### src/hw/rtl/pmul_pkg.sv
// Shared types and constants for the sparse polynomial multiplier.
package pmul_pkg;

  // Fixed field widths of the stream words.
  localparam int unsigned OP_W      = 3;
  localparam int unsigned COEF_W    = 16;
  localparam int unsigned EXP_W     = 8;
  localparam int unsigned PCOEF_W   = 32;
  localparam int unsigned PEXP_W    = 9;
  localparam int unsigned S_TDATA_W = 24;
  localparam int unsigned M_TDATA_W = 48;

  // Operation codes carried in the input tuser.
  typedef enum logic [OP_W-1:0] {
    OP_CLEAR       = 3'd0,
    OP_LOAD_FIRST  = 3'd1,
    OP_LOAD_SECOND = 3'd2,
    OP_COMPUTE     = 3'd3,
    OP_READ        = 3'd4
  } op_e;

  // Commands from the controller to the datapath.
  typedef struct packed {
    logic clr_regs;     // zero term counts and the overflow flag
    logic wipe_start;   // restart the result store sweep, no terms pending
    logic wipe_step;    // clear one result entry
    logic load_first;   // store a term of the first polynomial
    logic load_second;  // store a term of the second polynomial
    logic pair_start;   // point at the first product pair
    logic mul_capture;  // register product and exponent sum
    logic acc_read;     // read the result entry of the exponent sum
    logic acc_write;    // write back the accumulated sum
    logic pair_next;    // advance to the next product pair
    logic pos_top;      // point the read position above the store
    logic pos_read;     // read the entry below the read position
    logic pos_dec;      // step the read position down
    logic hit_take;     // take the found term
    logic scan_read;    // read the entry below the scan pointer
    logic scan_dec;     // step the scan pointer down
    logic hit_empty;    // nothing left to read
    logic set_last;     // found term is the lowest
    logic clr_last;     // a lower term exists
    logic emit;         // load the output register
  } cmd_t;

  // Status from the datapath to the controller.
  typedef struct packed {
    logic wipe_last;      // sweep is at the top entry
    logic terms_present;  // both polynomials hold terms
    logic pair_last;      // current pair is the final one
    logic pos_zero;       // no entries below the read position
    logic scan_zero;      // no entries below the scan pointer
    logic rd_present;     // registered result entry is occupied
    logic out_free;       // output register can take a word
  } sts_t;

endpackage

### src/hw/rtl/pmul_ctrl.sv
// Controller state machine of the sparse polynomial multiplier.
module pmul_ctrl import pmul_pkg::*; (
  input  logic            clk_i,
  input  logic            rst_ni,
  input  logic            in_valid_i,
  input  logic [OP_W-1:0] opcode_i,
  output logic            in_ready_o,
  input  sts_t            sts_i,
  output cmd_t            cmd_o
);

  typedef enum logic [11:0] {
    S_WIPE     = 12'b0000_0000_0001,
    S_WIPE_CMP = 12'b0000_0000_0010,
    S_IDLE     = 12'b0000_0000_0100,
    S_MRD      = 12'b0000_0000_1000,
    S_MMUL     = 12'b0000_0001_0000,
    S_MRES     = 12'b0000_0010_0000,
    S_MACC     = 12'b0000_0100_0000,
    S_FIND1    = 12'b0000_1000_0000,
    S_CHK1     = 12'b0001_0000_0000,
    S_FIND2    = 12'b0010_0000_0000,
    S_CHK2     = 12'b0100_0000_0000,
    S_EMIT     = 12'b1000_0000_0000
  } state_e;

  state_e state_q, state_d;
  logic   accept;

  assign in_ready_o = (state_q == S_IDLE);
  assign accept     = in_valid_i & in_ready_o;

  // Next state and command decode.
  always_comb begin
    state_d = state_q;
    cmd_o   = '0;
    unique case (state_q)
      S_WIPE: begin
        cmd_o.wipe_step = 1'b1;
        if (sts_i.wipe_last) begin
          state_d = S_IDLE;
        end
      end
      S_WIPE_CMP: begin
        cmd_o.wipe_step = 1'b1;
        if (sts_i.wipe_last) begin
          if (sts_i.terms_present) begin
            cmd_o.pair_start = 1'b1;
            state_d          = S_MRD;
          end else begin
            cmd_o.pos_top = 1'b1;
            state_d       = S_IDLE;
          end
        end
      end
      S_IDLE: begin
        if (accept) begin
          unique case (op_e'(opcode_i))
            OP_CLEAR: begin
              cmd_o.clr_regs   = 1'b1;
              cmd_o.wipe_start = 1'b1;
              state_d          = S_WIPE;
            end
            OP_LOAD_FIRST:  cmd_o.load_first  = 1'b1;
            OP_LOAD_SECOND: cmd_o.load_second = 1'b1;
            OP_COMPUTE: begin
              cmd_o.wipe_start = 1'b1;
              state_d          = S_WIPE_CMP;
            end
            OP_READ: state_d = S_FIND1;
            default: ;
          endcase
        end
      end
      // Term data becomes valid in the cycle after the indices settle.
      S_MRD: state_d = S_MMUL;
      S_MMUL: begin
        cmd_o.mul_capture = 1'b1;
        state_d           = S_MRES;
      end
      S_MRES: begin
        cmd_o.acc_read = 1'b1;
        state_d        = S_MACC;
      end
      S_MACC: begin
        cmd_o.acc_write = 1'b1;
        cmd_o.pair_next = 1'b1;
        if (sts_i.pair_last) begin
          cmd_o.pos_top = 1'b1;
          state_d       = S_IDLE;
        end else begin
          state_d = S_MRD;
        end
      end
      // Search downward for the next occupied exponent.
      S_FIND1: begin
        if (sts_i.pos_zero) begin
          cmd_o.hit_empty = 1'b1;
          state_d         = S_EMIT;
        end else begin
          cmd_o.pos_read = 1'b1;
          state_d        = S_CHK1;
        end
      end
      S_CHK1: begin
        if (sts_i.rd_present) begin
          cmd_o.hit_take = 1'b1;
          state_d        = S_FIND2;
        end else begin
          cmd_o.pos_dec = 1'b1;
          state_d       = S_FIND1;
        end
      end
      // Look further down to tell whether the found term is the last.
      S_FIND2: begin
        if (sts_i.scan_zero) begin
          cmd_o.set_last = 1'b1;
          state_d        = S_EMIT;
        end else begin
          cmd_o.scan_read = 1'b1;
          state_d         = S_CHK2;
        end
      end
      S_CHK2: begin
        if (sts_i.rd_present) begin
          cmd_o.clr_last = 1'b1;
          state_d        = S_EMIT;
        end else begin
          cmd_o.scan_dec = 1'b1;
          state_d        = S_FIND2;
        end
      end
      S_EMIT: begin
        if (sts_i.out_free) begin
          cmd_o.emit = 1'b1;
          state_d    = S_IDLE;
        end
      end
      default: state_d = S_IDLE;
    endcase
  end

  // State register; reset starts with a sweep of the result store.
  always_ff @(posedge clk_i or negedge rst_ni) begin
    if (!rst_ni) begin
      state_q <= S_WIPE;
    end else begin
      state_q <= state_d;
    end
  end

endmodule

### config.mk
export PLATFORM = sky130hd
export DESIGN_NAME = pmul_ctrl
export DESIGN_NICKNAME = d
export VERILOG_FILES = /design/src/hw/rtl/pmul_pkg.sv /design/src/hw/rtl/pmul_ctrl.sv
export SDC_FILE = /design/constraint.sdc
export NUM_CORES = 1
export LEC_CHECK = 0
export ABC_AREA = 1
export BUFFER_PORTS_ARGS = -buffer_cell sky130_fd_sc_hd__buf_2
export CORE_MARGIN = 5
export CORE_UTILIZATION = 53
export CTS_CLUSTER_DIAMETER = 60
export DETAILED_ROUTE_END_ITERATION = 12
export GPL_TIMING_DRIVEN = 0
export PLACE_DENSITY = 0.84
export SLEW_MARGIN = 20
export SYNTH_ARGS = -nofsm -noshare
export SYNTH_HDL_FRONTEND = slang
export SYNTH_SLANG_ARGS = --single-unit
### constraint.sdc
create_clock -name clk_i -period 2.37 [get_ports clk_i]
set_input_delay 0.474 -clock clk_i [delete_from_list [all_inputs] [get_ports clk_i]]
set_output_delay 0.474 -clock clk_i [all_outputs]
set_load 0.03 [all_outputs]
==> key figures <==
Pwr
  • Clock network power share: 0.161
  • Comb power frac: 0.583
  • Register share of total power: 0.256
  • Pwr per Cell Area: 825 nW/µm²
  • NetSw: 0.545 mW
  • LEAKAGE: 0.825 nW
  • Sw Share: 0.507
  • Int Pwr: 0.529 mW
  • Maximum vdd ir drop: 0.626 mV

Synth
  • Yosys reg bits: 12
  • Net Count, Synth: 181
  • Post-synth top flop: dfrtp_1
  • Post-synth ARST share: 1.00
  • EDFF count, synth: 0
  • Post-synthesis cell type count: 22
  • Ranking of synthesized cells by area: dfrtp_1 (27%), nand2_1 (14%), nor2_1 (13%)
  • Share of the synthesized area in the top cell type: 0.273
  • Post-synthesis sequential area ratio: 0.299
  • Synthesized area: 1010 µm²
  • Count leader, synth: nand2_1
  • Mean post-synth cell area: 6.00 µm²
  • Commonest cells post-synth: nand2_1 (38), nor2_1 (36), inv_1 (33)
  • Yosys warns: 0
  • Mapped Cells: 168
  • Area leader, netlist: dfrtp_1

Global routing
  • Largest net degree at the start of global routing: 13
  • GRT Residual Overflow: 0
  • Initial antenna violation count: 0
  • Total GRT Usage: 0.202
  • Vias in the first global route: 1024
  • First-pass GRT wire length: 4270 µm

Place
  • Hpwl dp: 2200 µm
  • PortBufs: 33
  • Post-DP Area: 1200 µm²
  • GPL Wtd Cong: 0.928
  • DP Worst Slack: 0.312 ns

Finish
  • Final net count: 223
  • Final Util: 0.738
  • Top flop regs: state_q (12)
  • Reg area: 302 µm²
  • Multi-input logic area: 593 µm²
  • Max reg flops: 12
  • Ant diodes: 0
  • Share of layout cells above drive strength 1: 0.306
  • Final instance area: 1300 µm²
  • FILL cells: 169
  • Area growth from synthesis to layout: 29.0%
  • Reg with most FFs: state_q

Setup path
  • Critical path class: reg2out
  • Crit path capture type: output pin
  • CP arrival: 1.80 ns
  • Startpoint types: flop
  • CP required: 1.90 ns
  • Crit-path max FO: 5
  • R2R cell count: 11

Clock network
  • CTS Buf Count: 3
  • CTS H-tree depth: 1
  • Hold buffer count at CTS: 0
  • Clock tree sinks: 12
  • CTS clk-pin slew, worst paths: 0.09 ns
  • Clk Latency, worst-skew pair: 0.28 ns
  • Bufs on Longest Clock Path: 2
  • CTS tree: yes
  • Clock root buffer: clkbuf_4

Hold path
  • Worst hold path type: in2async

Floorplan
  • Initial Util: 0.572
  • # IOs: 34
  • Row count: 15
  • Die Span Y: 53.6 µm
  • Die Footprint: 2880 µm²
  • Die width: 53.6 µm
  • Area of the core: 1760 µm²

Drt
  • DR vias/cell: 5.18
  • Initial DRC Count: 13
  • # DRC: 0
  • Antenna viol nets, final: 0
  • Drt pass-1 iters: 4
  • Final wirelength: 2910 µm
  • DR vias: 1212
  • Routed len/inst: 12.5 µm

Timing
  • Hold Fails Final Rpt: 0
  • Final setup violation count: 0
  • Setup WS post-layout: 0.0917 ns
  • Max-slew headroom: 0.761
  • Fmax: 0.439 GHz
  • Fin crit period: 2.28 ns
  • Final Skew: 0.00960 ns
  • Slew Viols, Final: 0
  • Fin crit share: 0.961
  • Worst-margin pin slew: 0.355 ns

Run status
  • Status: complete, no violations

Flow run
  • MaxCap Viol Count: 0
## layer usage
layer,GRT usage,part of all wire,routed length (µm),vias up
met4,0.0766,0.022,65,0
met5,0,0,0,-
met1,0.265,0.42,1230,548
li1,-,-,-,600
met2,0.339,0.47,1380,57
met3,0.0222,0.083,241,7
## power by group through the flow
stage / sequential, mW / combinational [mW] / clock, mW
4_1_cts: 0.267 / 0.580 / 0.174
2_1_floorplan: 0.266 / 0.448 / 0
3_3_place_gp: 0.271 / 0.554 / 0
5_1_grt: 0.279 / 0.686 / 0.185
3_5_place_dp: 0.272 / 0.575 / 0
6_report: 0.275 / 0.627 / 0.173
## layout make-up
class / count / area share
buffer: 1 / 0.00577
clock buffer: 4 / 0.0279
inverter: 35 / 0.101
multi-input combinational: 120 / 0.456
sequential: 12 / 0.232
tap: 25 / 0.0240
timing repair buffer: 37 / 0.154
## worst max-delay path, cell delays in order, from the launching register on
cell	delay (ns)
dfrtp_1	0.43
nor2_2	0.16
nand2_2	0.13
nor2_4	0.16
nand2_2	0.13
nor2_4	0.12
nand4_1	0.12
o21ai_1	0.11
buf_4	0.17
## metrics by stage
stage	power, mW	hold slack (ns)	setup TNS, ns	instances
finish	1.07	0.0578	0	234
global route	1.15	0.0761	-0.0401	234
CTS	1.02	0.0664	0	230
detailed placement	0.846	0.375	0	226
global placement	0.824	0.367	0	226
floorplan	0.713	0.178	0	168
## repair_timing
item | CTS | global route
gates resized for setup | 2 | 8
endpoints found under the setup margin | 2 | 3
pin swaps | 0 | 2
buffers inserted | 0 | 4
## cell families (layout without fill, tap and decap cells)
family,count (synthesis),in the layout,share of synthesized area
buffers and inverters,36,77,0.138
AO/OA/AOI/OAI,9,9,0.0484
AND/OR/NAND/NOR,111,111,0.515
flip-flops,12,12,0.299
## layout by cell type, fill, tap and decap left out, types with 2 or more instances in the layout
master    instances
nand2_1          37
inv_1            33
nor2_1           31
buf_2            31
dfrtp_1          11
nand3_1          10
nor3_1            8
buf_4             7
nor2_4            6
nand2_2           5
nand4_1           5
nor2_2            4
o21ai_0           4
clkbuf_4          3
inv_2             2
o21ai_1           2
a21oi_1           2
## path summary, 6_finish.rpt
| kind | from | to | slack (ns) |
|---|---|---|---|
| worst max-delay path | state_q[10] | cmd_o[18] | 0.09 |
| worst min-delay path | rst_ni | state_q[6] | 0.06 |
| worst max register to register | state_q[7] | state_q[2] | 0.71 |
| worst min register to register | state_q[0] | state_q[0] | 0.54 |
| max in group asynchronous | rst_ni | state_q[0] | 2.02 |
| min in group clk_i | sts_i[3] | state_q[8] | 0.36 |
Note: power is estimated with default switching activity, not from simulation.
